<file path="src/design/bfsp_pkg.sv">
// Package for the Bellman-Ford shortest path block: beat types, register
// indexes, controller states and the command/status structs.
// Depends on nothing; every other file of the block imports it.
`timescale 1ns / 1ps

package bfsp_pkg;

    // Configuration port.
    localparam int CFG_IDX_W  = 1;
    localparam int CFG_DATA_W = 7;
    localparam logic [CFG_IDX_W-1:0] CFG_VERTEX_COUNT  = 1'b0;
    localparam logic [CFG_IDX_W-1:0] CFG_SOURCE_VERTEX = 1'b1;

    localparam logic [6:0] VERTEX_COUNT_RESET  = 7'd1;
    localparam logic [5:0] SOURCE_VERTEX_RESET = 6'd0;

    typedef struct packed {
        logic [5:0]         from_vertex;
        logic [5:0]         to_vertex;
        logic signed [31:0] edge_weight;
        logic               last_edge;
    } in_beat_t;

    typedef struct packed {
        logic [5:0]         vertex_index;
        logic signed [47:0] distance;
        logic               reachable;
        logic               negative_cycle;
        logic               edges_dropped;
        logic               last_result;
    } out_beat_t;

    typedef enum logic [2:0] {
        ST_LOAD,
        ST_INIT,
        ST_EDGE_RD,
        ST_EDGE_CHK,
        ST_RELAX,
        ST_PASS_END,
        ST_OUT_RD,
        ST_OUT_SHOW
    } bfsp_state_t;

    typedef struct packed {
        logic load;
        logic init;
        logic edge_rd;
        logic dist_rd;
        logic relax;
        logic advance;
        logic pass_next;
        logic set_cycle;
        logic out_rd;
        logic out_next;
        logic clear;
    } bfsp_cmd_t;

    typedef struct packed {
        logic last_in;
        logic skip;
        logic edge_match;
        logic scan_end;
        logic changed;
        logic iter_last;
        logic k_last;
    } bfsp_status_t;

endpackage

</file>
<file path="src/design/bfsp_ctrl.sv">
// Controller state machine of the Bellman-Ford block: sequences loading,
// relaxation passes and result output. Depends on bfsp_pkg.
`timescale 1ns / 1ps

module bfsp_ctrl import bfsp_pkg::*; (
    input  logic         aclk,
    input  logic         aresetn,
    input  logic         s_valid,
    output logic         s_ready,
    output logic         m_valid,
    input  logic         m_ready,
    input  bfsp_status_t status,
    output bfsp_cmd_t    cmd
);

    bfsp_state_t state_reg, state_next;

    always_ff @(posedge aclk) begin
        if (!aresetn) begin
            state_reg <= ST_LOAD;
        end else begin
            state_reg <= state_next;
        end
    end

    always_comb begin
        state_next = state_reg;
        unique case (state_reg)
            ST_LOAD: begin
                if (s_valid && status.last_in) state_next = ST_INIT;
            end
            ST_INIT: begin
                state_next = status.skip ? ST_OUT_RD : ST_EDGE_RD;
            end
            ST_EDGE_RD: begin
                state_next = ST_EDGE_CHK;
            end
            ST_EDGE_CHK: begin
                if (status.edge_match) state_next = ST_RELAX;
                else state_next = status.scan_end ? ST_PASS_END : ST_EDGE_RD;
            end
            ST_RELAX: begin
                state_next = status.scan_end ? ST_PASS_END : ST_EDGE_RD;
            end
            ST_PASS_END: begin
                if (!status.changed || status.iter_last) state_next = ST_OUT_RD;
                else state_next = ST_EDGE_RD;
            end
            ST_OUT_RD: begin
                state_next = ST_OUT_SHOW;
            end
            ST_OUT_SHOW: begin
                if (m_ready) state_next = status.k_last ? ST_LOAD : ST_OUT_RD;
            end
            default: state_next = ST_LOAD;
        endcase
    end

    always_comb begin
        cmd     = '0;
        s_ready = 1'b0;
        m_valid = 1'b0;
        unique case (state_reg)
            ST_LOAD: begin
                s_ready  = 1'b1;
                cmd.load = s_valid;
            end
            ST_INIT: begin
                cmd.init = 1'b1;
            end
            ST_EDGE_RD: begin
                cmd.edge_rd = 1'b1;
            end
            ST_EDGE_CHK: begin
                if (status.edge_match) cmd.dist_rd = 1'b1;
                else cmd.advance = 1'b1;
            end
            ST_RELAX: begin
                cmd.relax   = 1'b1;
                cmd.advance = 1'b1;
            end
            ST_PASS_END: begin
                if (status.changed) begin
                    if (status.iter_last) cmd.set_cycle = 1'b1;
                    else cmd.pass_next = 1'b1;
                end
            end
            ST_OUT_RD: begin
                cmd.out_rd = 1'b1;
            end
            ST_OUT_SHOW: begin
                m_valid = 1'b1;
                if (m_ready) begin
                    if (status.k_last) cmd.clear = 1'b1;
                    else cmd.out_next = 1'b1;
                end
            end
            default: begin
                cmd = '0;
            end
        endcase
    end

endmodule

</file>
<file path="config.mk">
export PLATFORM = sky130hd
export DESIGN_NAME = bfsp_ctrl
export DESIGN_NICKNAME = d
export VERILOG_FILES = /design/src/design/bfsp_pkg.sv /design/src/design/bfsp_ctrl.sv
export SDC_FILE = /design/constraint.sdc
export NUM_CORES = 1
export LEC_CHECK = 0
export ABC_AREA = 1
export BUFFER_PORTS_ARGS = -buffer_cell sky130_fd_sc_hd__buf_2
export CAP_MARGIN = 20
export CORE_AREA = 3 3 40 42
export CTS_CLUSTER_SIZE = 30
export DETAILED_ROUTE_END_ITERATION = 12
export DIE_AREA = 0 0 43 45
export PLACE_DENSITY_LB_ADDON = 0.15
export SLEW_MARGIN = 20
export SYNTH_ARGS = -nofsm -noshare
export SYNTH_HDL_FRONTEND = slang
export SYNTH_SLANG_ARGS = --single-unit
</file>
<file path="constraint.sdc">
create_clock -name aclk -period 1 [get_ports aclk]
set_input_delay 0.2 -clock aclk [delete_from_list [all_inputs] [get_ports aclk]]
set_output_delay 0.2 -clock aclk [all_outputs]
set_load 0.005 [all_outputs]
</file>
### Yosys cells after proc, flatten, opt, wreduce, memory -nomap -nowiden

Cells that the tools add are included.
Widths: inputs -> output; s select.

* input port bits: 11
* logic and storage cells: 42
* output and inout port bits: 13
* register bits: 3

* reduce and logical (&&, ||, !) cells: 5
* mux-type cells: 27
* equal/unequal tests: 9

Operators by type and width (number)
* $pmux 3 s8: 1
* $mux 3: 7
* $mux 1: 14
* $eq 3x3->1 const B: 4
* $mux 2: 4
* $eq 3x2->1 const B: 2
* $ne 2x2->1 const B: 2
* $eq 3x1->1 const B: 1
* $logic_not 3->1: 1
* $pmux 1 s2: 1
* $reduce_and 2->1: 1
* $logic_and 1x1->1: 1
* $logic_not 1->1: 1
* $logic_or 1x1->1: 1

### Logic depth before layout (Yosys ltp)

* depth in word-level cells: 4
* depth in mapped cells: 10
* gate-level depth less buffers: 9

### Least setup slack after synthesis

OpenSTA, ideal clock, no wires.

* path type: register to register
* from: reg state_reg[0]
* to: reg state_reg[0]
* arrival time: 0.967 ns
* path slack: -0.085 ns
* clock period less this slack: 1.085 ns
* cell stages (with the launch flop): 8
* setup time: 0.118 ns
* path through: dfxtp_1 > buf_6 > nor3_1 > nand2_1 > nand2_1 > inv_2 > o21ai_2 > a21oi_1

* cells in the longest elaborated chain, start to end: 3
* elaborated cells on any way between the ends: 12
* classes of those cells: eq/ne: 9; mux: 1; reduce/logical: 2

RTL lines
* from (decl): line bfsp_ctrl.sv:16 `bfsp_state_t state_reg, state_next;`
* from (signal assigned): line bfsp_ctrl.sv:22 `state_reg <= state_next;`
* $eq 3x3->1 / $logic_not 3->1 (equally long branches): line bfsp_ctrl.sv:28 `unique case (state_reg)`
* $ne 2x2->1 (no line)
* $reduce_and 2->1 (no line)

Parallel ways exist; a longest one is shown, timed or not.
A chain may end at the register's enable or synchronous reset.

==> flow_summary.toml <==
[drt]
drt-wirelength-per-cell_um = 9.89
wl_um = 1220
drc = 0
first_pass_iters = 2
drt-initial-drc-count = 5
ant_nets = 0
vias = 564
avgViaCountPerCell = 4.59

[synth]
yosysUniqueCellTypes = 20
synth_xor_area_share_pct = 0
synth_fa_ha_area_share_pct = 0
synth-seq-cells = 3
post-synth-top-count-cell = "nand2_1"
synthMuxAreaShare_pct = 0
synth_warnings = 0
synth_compound_area_share_pct = 14.1
syn_inst = 68
synthSimpleGateAreaFrac_pct = 50.5
synthArstFlopShare_pct = 0
synth_edf_count = 0
synth.largest_area_cell = "dfxtp_1"
synth_top_family_by_area = "simple AND/OR/NAND/NOR gates"
syn-num-nets = 79
post_synth_instance_area_um2 = 392
synth_commonest_cells = "nand2_1, inv_1, nor2_1, inv_2"
synth_area_per_cell_um2 = 5.76
synth_top_area_share_pct = 15.3
synth_flop_cell = "dfxtp_1"
ys_top_cells_by_area = "dfxtp_1, nand2_1, inv_1"
synth_seq_area_share_pct = 15.3

[floorplan]
start_util_pct = 30.5
die-area_mm2 = 0.00194
ios = 24
die_y_um = 45
chipWidth_um = 43
num_rows = 13
core_mm2 = 0.00128

[hold_path]
hold_path_class = "in2reg"

[clock_tree]
cts_buffers = 3
hold_buffers = 0
clock_path_buffers = 2
clk_pin_slew_ns = 0.04
htreeDepth = 1
clkLatencyLatePin_ns = 0.23
cts.sinks = 3
root_buffer = "clkbuf_4"
cts_tree = "built"

[sta]
finalCriticalPeriod_ns = 1.33
drv_slew = 0
postLayoutSetupSlackWorst_ns = -0.335
hold_viol = 0
setup_viol = 16
max_freq_mhz = 749
slew_headroom_pct = 87.4
clock_skew_ns = 0.00113
worst_hold_slack_ns = 0.168
finalCritPeriodShare_pct = 133
rsz0062_at_grt = "yes"
worstMarginPinSlew_ns = 0.187

[grt]
grt_max_degree = 10
grt_overflow = 0
grt_pass1_wl_um = 1950
grt_pass1_vias = 494
gr-usage-all-layers_pct = 12.9
antenna_found_initial = 0

[worst_setup_path]
reg2reg_depth = 8
crit_fanout = 8
arrival_ns = 1.13
rr_endpoint = "state_reg[1]$_SDFFE_PN0P_"
worstSetupEndpointType = "primary output"
r2r_start = "state_reg[1]$_SDFFE_PN0P_"
endpoint = "cmd[10]"
start_kind = "flop"
cp_data_required_time_ns = 0.80
crit_type = "reg2out"
reg2reg_slack_ns = -0.17
crit_path_start = "state_reg[0]$_SDFFE_PN0P_"

[power]
powerDensity_mw_per_mm2 = 1100
finalPower_mw = 0.836
power_leakage_nw = 0.427
ir_drop_uv = 795

[cells_and_area]
syn_to_final_growth_pct = 93.3
layout-drive-gt1-share_pct = 64.8
diodes = 0
multi_input_area_um2 = 335
largest_reg_flops = 3
num-fill-cells = 132
seqCellArea_um2 = 68.8
fin_cells = 123
nets = 120

[place]
dp_cells = 111
gp_congestion = 0.754
port_buffers = 23
hpwl_um = 886

[status]
violations = "setup timing"
status = "finished with violations"

[run]
timing.max_cap.violations = 0
[repair_timing]
action,in CTS,in global routing
resized for setup,8,15
buffers inserted,5,3
pin swaps,6,4
endpoints found under the setup margin,16,16
endpoints found under the hold margin,0,0
cloned,0,0
[power by group]
group	leakage (nW)	internal, mW	switching, mW
clock network	0.0150	0.149	0.0565
logic	0.385	0.228	0.208
registers	0.0264	0.142	0.0525
total	0.427	0.519	0.317
[layer usage]
metal / GRT usage (%) / vias up / share of wire [%]
met5: 0 / - / 0
met4: 5.42 / 0 / 0
met3: 2.79 / 0 / 4.5
met2: 22.2 / 11 / 50
met1: 15.6 / 259 / 45
li1: - / 294 / -
[per-stage QoR]
step	util, %	area (µm²)	setup WS (ns)	TNS (ns)
3_3_place_gp	45.7	587	-0.144	-1.34
5_1_grt	58.9	757	-0.396	-5.03
3_5_place_dp	45.7	587	-0.184	-1.49
6_report	58.9	757	-0.335	-3.96
2_1_floorplan	-	423	-0.0322	-0.113
4_1_cts	52.5	674	-0.331	-4.01
[how the worst min path moves through the flow]
stage                                           end  cells after the start  slack, ns     from
after floorplan           state_reg[2]$_SDFFE_PN0P_                      2       0.30  aresetn
after global placement    state_reg[2]$_SDFFE_PN0P_                      3       0.40  aresetn
after detailed placement  state_reg[2]$_SDFFE_PN0P_                      3       0.40  aresetn
after CTS                 state_reg[2]$_SDFFE_PN0P_                      3       0.16  aresetn
after global routing      state_reg[2]$_SDFFE_PN0P_                      3       0.18  aresetn
final                     state_reg[2]$_SDFFE_PN0P_                      3       0.17  aresetn
[cell type report]
type                       instances  share of cell area, %
clock buffer                       4                   3.47
tap                               15                   2.48
multi-input combinational         48                   44.3
sequential                         3                   9.09
inverter                          15                   8.10
timing repair buffer              38                   32.6
[logic make-up after synthesis]
group | count (synthesis)
AND/OR/NAND/NOR | 39
buffers and inverters | 17
AO/OA/AOI/OAI | 9
flip-flops | 3
[placed cells by master, fill, tap and decap left out, types with 2 or more instances in the layout]
master | Yosys | final
nand2_2 | 2 | 2
a21oi_2 | 0 | 2
nor2_1 | 10 | 6
inv_4 | 0 | 2
clkbuf_4 | 0 | 3
a21oi_1 | 4 | 2
nand2_4 | 0 | 2
buf_4 | 0 | 10
buf_2 | 0 | 23
dfxtp_4 | 0 | 2
nand2_1 | 14 | 12
nor3_4 | 1 | 3
nor2_2 | 0 | 2
inv_1 | 10 | 9
nor2_4 | 1 | 3
nand3_1 | 4 | 4
buf_6 | 2 | 5
nor3_2 | 1 | 3
inv_2 | 5 | 4
[critical path: stages (launching register included)]
cell	delay, ns
dfxtp_4	0.39
buf_4	0.16
nor2_4	0.10
and3_2	0.16
buf_2	0.10
(Power assumes the default switching activity.)
